$ cat src/sv/sle_pkg.sv
// Shared types and constants for the sorted list engine.
// No dependencies; imported by every other file of the block.
`timescale 1ns / 1ps

package sle_pkg;

  localparam int SLE_DEPTH  = 16;
  localparam int SLE_QDEPTH = 2;

  localparam int OPC_W  = 2;
  localparam int VAL_W  = 32;
  localparam int STAT_W = 2;
  localparam int POS_W  = 4;
  localparam int CNT_W  = 5;

  localparam logic [OPC_W-1:0] OP_APPEND = 2'd0;
  localparam logic [OPC_W-1:0] OP_INSERT = 2'd1;
  localparam logic [OPC_W-1:0] OP_DELETE = 2'd2;
  localparam logic [OPC_W-1:0] OP_SEARCH = 2'd3;

  localparam logic [STAT_W-1:0] ST_OK        = 2'd0;
  localparam logic [STAT_W-1:0] ST_FULL      = 2'd1;
  localparam logic [STAT_W-1:0] ST_NOT_FOUND = 2'd2;

  typedef enum logic [1:0] {
    KIND_APPEND,
    KIND_INSERT,
    KIND_DELETE,
    KIND_SEARCH
  } cmd_kind_t;

  typedef enum logic [1:0] {
    BK_IDLE,
    BK_CMP,
    BK_APPLY
  } bk_state_t;

  typedef struct packed {
    logic [OPC_W-1:0]        opcode;
    logic signed [VAL_W-1:0] operand_value;
  } in_item_t;

  typedef struct packed {
    logic [STAT_W-1:0] status;
    logic [POS_W-1:0]  position;
    logic [CNT_W-1:0]  entry_count;
  } result_t;

  typedef struct packed {
    cmd_kind_t               kind;
    logic signed [VAL_W-1:0] value;
  } cmd_t;

endpackage

$ cat src/sv/sle_front.sv
// Front end: takes command beats, decodes the opcode and queues the command.
// Depends on sle_pkg.
`timescale 1ns / 1ps

module sle_front import sle_pkg::*; (
  input  logic     clk,
  input  logic     rst_n,
  input  logic     in_valid,
  output logic     in_stall,
  input  in_item_t in_data,
  output logic     q_valid,
  input  logic     q_pop,
  output cmd_t     q_cmd
);

  localparam int QW = (SLE_QDEPTH > 1) ? $clog2(SLE_QDEPTH) : 1;
  localparam int FW = $clog2(SLE_QDEPTH + 1);
  localparam logic [QW-1:0] Q_LAST = QW'(SLE_QDEPTH - 1);
  localparam logic [FW-1:0] Q_FULL = FW'(SLE_QDEPTH);

  cmd_t          slot_r [SLE_QDEPTH];
  logic [QW-1:0] wr_ptr_r, wr_ptr_nxt;
  logic [QW-1:0] rd_ptr_r, rd_ptr_nxt;
  logic [FW-1:0] fill_r, fill_nxt;
  cmd_t          dec_cmd;
  logic          push;

  always_comb begin
    dec_cmd.value = in_data.operand_value;
    unique case (in_data.opcode)
      OP_APPEND: dec_cmd.kind = KIND_APPEND;
      OP_INSERT: dec_cmd.kind = KIND_INSERT;
      OP_DELETE: dec_cmd.kind = KIND_DELETE;
      OP_SEARCH: dec_cmd.kind = KIND_SEARCH;
      default:   dec_cmd.kind = KIND_SEARCH;
    endcase
  end

  assign in_stall = (fill_r == Q_FULL);
  assign push     = in_valid && !in_stall;
  assign q_valid  = (fill_r != '0);
  assign q_cmd    = slot_r[rd_ptr_r];

  always_comb begin
    wr_ptr_nxt = wr_ptr_r;
    rd_ptr_nxt = rd_ptr_r;
    fill_nxt   = fill_r;
    if (push) begin
      wr_ptr_nxt = (wr_ptr_r == Q_LAST) ? '0 : wr_ptr_r + 1'b1;
    end
    if (q_pop) begin
      rd_ptr_nxt = (rd_ptr_r == Q_LAST) ? '0 : rd_ptr_r + 1'b1;
    end
    if (push && !q_pop) begin
      fill_nxt = fill_r + 1'b1;
    end else if (q_pop && !push) begin
      fill_nxt = fill_r - 1'b1;
    end
  end

  always_ff @(posedge clk) begin
    if (!rst_n) begin
      wr_ptr_r <= '0;
      rd_ptr_r <= '0;
      fill_r   <= '0;
    end else begin
      wr_ptr_r <= wr_ptr_nxt;
      rd_ptr_r <= rd_ptr_nxt;
      fill_r   <= fill_nxt;
    end
  end

  always_ff @(posedge clk) begin
    if (push) begin
      slot_r[wr_ptr_r] <= dec_cmd;
    end
  end

endmodule

$ cat src/sv/sle_back.sv
// Back end: row of compare-and-shift cells holding the table, plus result register.
// Depends on sle_pkg.
`timescale 1ns / 1ps

module sle_back import sle_pkg::*; #(
  parameter int DEPTH = SLE_DEPTH
) (
  input  logic    clk,
  input  logic    rst_n,
  input  logic    q_valid,
  output logic    q_pop,
  input  cmd_t    q_cmd,
  output logic    out_valid,
  input  logic    out_stall,
  output result_t out_data
);

  localparam int IW = (DEPTH > 1) ? $clog2(DEPTH) : 1;
  localparam int CW = $clog2(DEPTH + 1);
  localparam logic [CW-1:0] FULL_CNT = CW'(DEPTH);

  bk_state_t               state_r, state_nxt;
  cmd_t                    cmd_r;
  logic [CW-1:0]           count_r, count_nxt;
  logic signed [VAL_W-1:0] ent_r   [DEPTH];
  logic signed [VAL_W-1:0] ent_nxt [DEPTH];
  logic [DEPTH-1:0]        hit_r, hit_nxt;
  logic                    full_r;
  result_t                 res_r, res_nxt;
  logic                    out_valid_r, out_valid_nxt;

  logic [DEPTH:0]          seen;
  logic [DEPTH-1:0]        first;
  logic [DEPTH-1:0]        after;
  logic [IW-1:0]           hit_idx;
  logic [IW-1:0]           pos_idx;
  logic [IW+POS_W-1:0]     pos_wide;
  logic [CW+CNT_W-1:0]     cnt_wide;
  logic                    any_hit;
  logic                    commit;
  logic                    wr_ins;
  logic                    wr_del;

  // compare stage
  always_comb begin
    for (int i = 0; i < DEPTH; i++) begin
      hit_nxt[i] = 1'b0;
      if (CW'(i) < count_r) begin
        unique case (cmd_r.kind)
          KIND_INSERT:              hit_nxt[i] = !(ent_r[i] < cmd_r.value);
          KIND_DELETE, KIND_SEARCH: hit_nxt[i] = (ent_r[i] == cmd_r.value);
          KIND_APPEND:              hit_nxt[i] = 1'b0;
          default:                  hit_nxt[i] = 1'b0;
        endcase
      end
    end
  end

  // first-match chain and target position
  always_comb begin
    seen[0] = 1'b0;
    hit_idx = '0;
    for (int i = 0; i < DEPTH; i++) begin
      seen[i+1] = seen[i] | hit_r[i];
      first[i]  = hit_r[i] & ~seen[i];
      if (first[i]) begin
        hit_idx = hit_idx | IW'(i);
      end
    end
    any_hit = seen[DEPTH];
    for (int i = 0; i < DEPTH; i++) begin
      after[i] = any_hit ? seen[i+1] : (CW'(i) >= count_r);
    end
    pos_idx = any_hit ? hit_idx : count_r[IW-1:0];
  end

  // shift network: insert moves up from the target, delete closes the gap
  always_comb begin
    for (int i = 0; i < DEPTH; i++) begin
      ent_nxt[i] = ent_r[i];
      if (wr_ins && after[i]) begin
        if ((i == 0) || !after[(i == 0) ? 0 : i - 1]) begin
          ent_nxt[i] = cmd_r.value;
        end else begin
          ent_nxt[i] = ent_r[(i == 0) ? 0 : i - 1];
        end
      end else if (wr_del && after[i]) begin
        ent_nxt[i] = ent_r[(i == DEPTH - 1) ? i : i + 1];
      end
    end
  end

  assign out_valid = out_valid_r;
  assign out_data  = res_r;

  always_comb begin
    state_nxt     = state_r;
    q_pop         = 1'b0;
    commit        = 1'b0;
    wr_ins        = 1'b0;
    wr_del        = 1'b0;
    count_nxt     = count_r;
    res_nxt       = res_r;
    out_valid_nxt = out_valid_r && out_stall;
    pos_wide      = '0;
    cnt_wide      = '0;
    unique case (state_r)
      BK_IDLE: begin
        if (q_valid) begin
          q_pop     = 1'b1;
          state_nxt = BK_CMP;
        end
      end
      BK_CMP: begin
        state_nxt = BK_APPLY;
      end
      BK_APPLY: begin
        if (!out_valid_r || !out_stall) begin
          commit         = 1'b1;
          out_valid_nxt  = 1'b1;
          res_nxt.status = ST_OK;
          unique case (cmd_r.kind)
            KIND_APPEND, KIND_INSERT: begin
              if (full_r) begin
                res_nxt.status = ST_FULL;
              end else begin
                wr_ins    = 1'b1;
                count_nxt = count_r + 1'b1;
              end
            end
            KIND_DELETE: begin
              if (!any_hit) begin
                res_nxt.status = ST_NOT_FOUND;
              end else begin
                wr_del    = 1'b1;
                count_nxt = count_r - 1'b1;
              end
            end
            KIND_SEARCH: begin
              if (!any_hit) begin
                res_nxt.status = ST_NOT_FOUND;
              end
            end
            default: res_nxt.status = ST_NOT_FOUND;
          endcase
          pos_wide = {{POS_W{1'b0}}, pos_idx};
          cnt_wide = {{CNT_W{1'b0}}, count_nxt};
          res_nxt.position    = (res_nxt.status == ST_OK) ? pos_wide[POS_W-1:0] : '0;
          res_nxt.entry_count = cnt_wide[CNT_W-1:0];
          if (q_valid) begin
            q_pop     = 1'b1;
            state_nxt = BK_CMP;
          end else begin
            state_nxt = BK_IDLE;
          end
        end
      end
      default: state_nxt = BK_IDLE;
    endcase
  end

  always_ff @(posedge clk) begin
    if (!rst_n) begin
      state_r     <= BK_IDLE;
      count_r     <= '0;
      out_valid_r <= 1'b0;
    end else begin
      state_r     <= state_nxt;
      count_r     <= count_nxt;
      out_valid_r <= out_valid_nxt;
    end
  end

  always_ff @(posedge clk) begin
    if (q_pop) begin
      cmd_r <= q_cmd;
    end
    if (state_r == BK_CMP) begin
      hit_r  <= hit_nxt;
      full_r <= (count_r == FULL_CNT);
    end
    if (commit) begin
      res_r <= res_nxt;
    end
    ent_r <= ent_nxt;
  end

endmodule

$ cat src/sv/sorted_list_engine_core.sv
// Sorted list engine top level: front decode queue feeding the cell-row back end.
// Depends on sle_pkg, sle_front and sle_back.
`timescale 1ns / 1ps

// Holds an ordered table of up to DEPTH signed 32-bit values and runs one
// command per input beat (append, sorted insert, delete first match, search),
// returning one result beat with status, position and entry count. Each command
// passes through the two-entry command queue and then the back end, which
// compares the operand against every cell (BK_CMP) and then shifts the cell row
// and loads the result register (BK_APPLY), whatever the table length; the back
// end handles one command at a time and holds in BK_APPLY while a result waits.
// Input is taken while a finished result is still waiting on out_stall.

module sorted_list_engine_core import sle_pkg::*; #(
  parameter int DEPTH = SLE_DEPTH
) (
  input  logic     clk,
  input  logic     rst_n,
  input  logic     in_valid,
  output logic     in_stall,
  input  in_item_t in_data,
  output logic     out_valid,
  input  logic     out_stall,
  output result_t  out_data
);

  logic q_valid;
  logic q_pop;
  cmd_t q_cmd;

  sle_front u_front (
    .clk      (clk),
    .rst_n    (rst_n),
    .in_valid (in_valid),
    .in_stall (in_stall),
    .in_data  (in_data),
    .q_valid  (q_valid),
    .q_pop    (q_pop),
    .q_cmd    (q_cmd)
  );

  sle_back #(
    .DEPTH (DEPTH)
  ) u_back (
    .clk       (clk),
    .rst_n     (rst_n),
    .q_valid   (q_valid),
    .q_pop     (q_pop),
    .q_cmd     (q_cmd),
    .out_valid (out_valid),
    .out_stall (out_stall),
    .out_data  (out_data)
  );

endmodule

$ cat config.mk
export PLATFORM = sky130hd
export DESIGN_NAME = sorted_list_engine_core
export DESIGN_NICKNAME = d
export VERILOG_FILES = /design/src/sv/sle_pkg.sv /design/src/sv/sle_front.sv /design/src/sv/sle_back.sv /design/src/sv/sorted_list_engine_core.sv
export SDC_FILE = /design/constraint.sdc
export NUM_CORES = 2
export LEC_CHECK = 0
export BUFFER_PORTS_ARGS = -buffer_cell sky130_fd_sc_hd__buf_2
export CORE_MARGIN = 8
export CORE_UTILIZATION = 60
export DETAILED_ROUTE_END_ITERATION = 7
export PLACE_DENSITY = 0.76
export SLEW_MARGIN = 20
export SYNTH_ARGS = -nofsm -noshare
export SYNTH_HDL_FRONTEND = slang
export SYNTH_SLANG_ARGS = --single-unit
$ cat constraint.sdc
create_clock -name clk -period 5.3 [get_ports clk]
set_clock_uncertainty 0.2 [all_clocks]
set_input_delay 0.265 -clock clk [delete_from_list [all_inputs] [get_ports clk]]
set_output_delay 0.265 -clock clk [all_outputs]
set_load 0.01 [all_outputs]
==> out/metrics.yaml <==
run_status:
  status: "complete, no violations"
synthesis:
  syn_inst: 3992
  synth_top_area_share_pct: 45.4
  synth_edf_count: 642
  synth_simple_gate_area_share_pct: 10.8
  synth-main-ff-cell: "edfxtp_1"
  synthTopCellsByArea: "edfxtp_1, ha_1, mux2i_1, o21ai_0, nand2_1"
  yosysTopAreaCell: "edfxtp_1"
  avgSynthCellArea_sq_um: 10.6
  synthXorXnorAreaFrac_pct: 0.206
  synthMuxAreaShare_pct: 11.6
  synth_most_common_cell: "edfxtp_1"
  ys_ff_latch: 654
  syn_nets: 4548
  synth-seq-area-share_pct: 45.9
  synth_compound_area_share_pct: 13.5
  synth_top_family_by_area: "adder cells"
  synth_warnings: 0
  async_flop_share_pct: 0
  synth_common_cells: "edfxtp_1, ha_1, nand2_1, o21ai_0, mux2i_1"
  synth_cell_types: 73
  synthAdderAreaFrac_pct: 15.2
  netlist_area_sq_um: 42500
setup_path:
  arrival_ns: 4.51
  reg2reg_slack_ns: 0.91
  cp_max_fo: 64
  slowest_stage: "or2_2"
  criticalPathCategory: "register to register"
  start_kind: "register"
  crit_buf_inv: 0
  cp_top_family: "simple AND/OR/NAND/NOR gates"
  endpoint_kind: "register"
  max_stage_delay_ns: 0.90
  cp_data_required_time_ns: 5.42
  crit_chain: "nand2_1, nor2_1, a21oi_1, o21ai_4, or2_2, o21ai_0"
routing:
  avgRoutedWirePerCell_um: 22.5
  final_antenna_net_count: 0
  via_per_inst: 6.33
  drc: 0
  drt_iter0_markers: 3056
  firstDrtPassIters: 6
  num_vias: 31800
  drt_wl_total_um: 113000
cts:
  cts_buffers: 73
  clkTransAtPathRegs_ns: 0.06
  cts_tree: "done"
  htree_levels: 3
  cts.sinks: 654
  cts_root_buf: "clkbuf_16"
  clk_latency_ns: 0.64
  cts.path.max_buffers: 3
global_routing:
  grt_pass1_vias: 31200
  grt_pass1_wl_um: 175000
  grt_max_degree: 65
  grt-ovfl-total: 0
  grt_antenna_before_repair: 1
  track_usage_pct: 27.8
power_and_ir_drop:
  power_density_nw_per_um2: 422
  finalPower_mw: 19.7
  vdd_drop_max_uv: 479
  cellLeakagePower_nw: 18.3
sta:
  hold_viol_final: 0
  rsz0062_at_grt: "false"
  fin_tns_setup_ns: 0
  period_share_pct: 82.9
  setup_viol: 0
  hold_ws_ns: 0.151
  period_minus_slack_ns: 4.39
  slew_headroom_pct: 28.7
  drv_slew: 0
  max_clock_freq_mhz: 228
  worstMarginPinSlew_ns: 1.06
floorplanning:
  start_util_pct: 60.6
  rows: 97
  chipHeight_um: 282
  core_sq_um: 70100
  dieArea_sq_um: 79600
  top_level_ports: 51
  die_w_um: 282
hold_path:
  hp-class: "input pin to register"
run:
  drv_cap: 0
finish:
  syn_to_final_growth_pct: 9.97
  final_nets: 4589
  fillers: 5445
  drive_gt1_share_pct: 9.10
place:
  gp_congestion: 1.03
  port_buffers: 50
  place.detailed.hpwl_um: 86300
[through the flow]
step | setup slack [ns] | cells | utilization [%] | instance area, sq um
6_report | 0.909 | 5030 | 66.6 | 46700
5_1_grt | 0.731 | 5028 | 66.6 | 46700
4_1_cts | 0.978 | 5026 | 66.5 | 46700
3_5_place_dp | 1.03 | 4858 | 62.7 | 44000
3_3_place_gp | 1.19 | 4858 | 62.7 | 44000
2_1_floorplan | 0.663 | 3992 | - | 42500
[final timing paths]
kind,from,to,cells after the start
worst min register to register,u_front.fill_r[1],u_front.fill_r[1],2
worst min-delay path,in_data[30],u_front.slot_r[0][30],2
worst max register to register,u_back.count_r[1],u_back.ent_r[290],6
worst max-delay path,u_back.count_r[1],u_back.ent_r[290],6
[repair_timing]
action                                 4_1_cts  5_1_grt
endpoints found under the hold margin       80        0
buffers inserted                             0        0
hold buffers                                38        0
gates resized for setup                      0        0
[routing by layer]
layer	wire length (um)	track usage [%]	vias to the layer above	part of all wire [%]
li1	-	-	15100	-
met1	49800	38.2	15200	44
met2	50900	43.9	1244	45
met3	8020	4.79	236	7.1
met4	4630	10.9	0	4.1
met5	0	0	-	0
[layout by cell type (no fill, tap or decap), drive strengths merged, types with 5 or more instances in the layout]
cell type	instances
nor3	44
nor2b	30
dlygate4sd3	38
inv	82
a2111oi	6
clkbuf	86
a21oi	269
mux2i	417
clkinv	33
a21o	94
xnor2	6
dfxtp	12
ha	518
mux2	68
and2	9
a211oi	22
edfxtp	642
a211o	5
bufinv	6
or2	13
o211ai	13
a31oi	11
nand2	503
a21boi	7
nand3	58
nand4	89
and3	7
o31ai	8
nor4	13
o21a	13
o21ai	494
nor2	210
nand2b	25
buf	139
or3	15
a221oi	5
o21bai	8
o22ai	7
and4	8
[area by class of cell]
class / count / area [sq um] / area share [%]
flip-flops and latches: 654 / 19500 / 41.8
well taps: 940 / 1180 / 2.52
diodes: 2 / 5.00 / 0.0107
repair buffers: 177 / 1350 / 2.89
multi-input cells: 3048 / 22100 / 47.3
clock buffers: 86 / 1900 / 4.06
inverters: 79 / 297 / 0.634
clock inverters: 44 / 393 / 0.840
[worst register-to-register path: stages (launching register included)]
cell	delay (ns)
dfxtp_1	0.72
nand2_1	0.44
nor2_1	0.72
a21oi_1	0.23
o21ai_4	0.64
or2_2	0.90
o21ai_0	0.26
[sequential cells by signal, summed over array words and instances (netlist names)]
signal / cells
u_back.ent_r: 512
u_front.slot_r: 68
u_back.cmd_r: 34
u_back.hit_r: 16
u_back.out_data: 11
u_back.count_r: 5
u_back.state_r: 2
u_front.fill_r: 2
u_back.full_r: 1
u_back.out_valid: 1
u_front.rd_ptr_r: 1
u_front.wr_ptr_r: 1
[kinds of logic after synthesis]
group,count (synthesis)
AO/OA/AOI/OAI,1006
buffers and inverters,290
adder cells (fa/ha/maj),518
XOR/XNOR,10
AND/OR/NAND/NOR,1029
multiplexers,485
flip-flops,654
[power by group]
| part | internal [mW] | switching [mW] |
|---|---|---|
| clock | 2.85 | 2.15 |
| combinational | 2.84 | 4.67 |
| sequential | 6.43 | 0.793 |
Power figures use the tool's default switching activity.
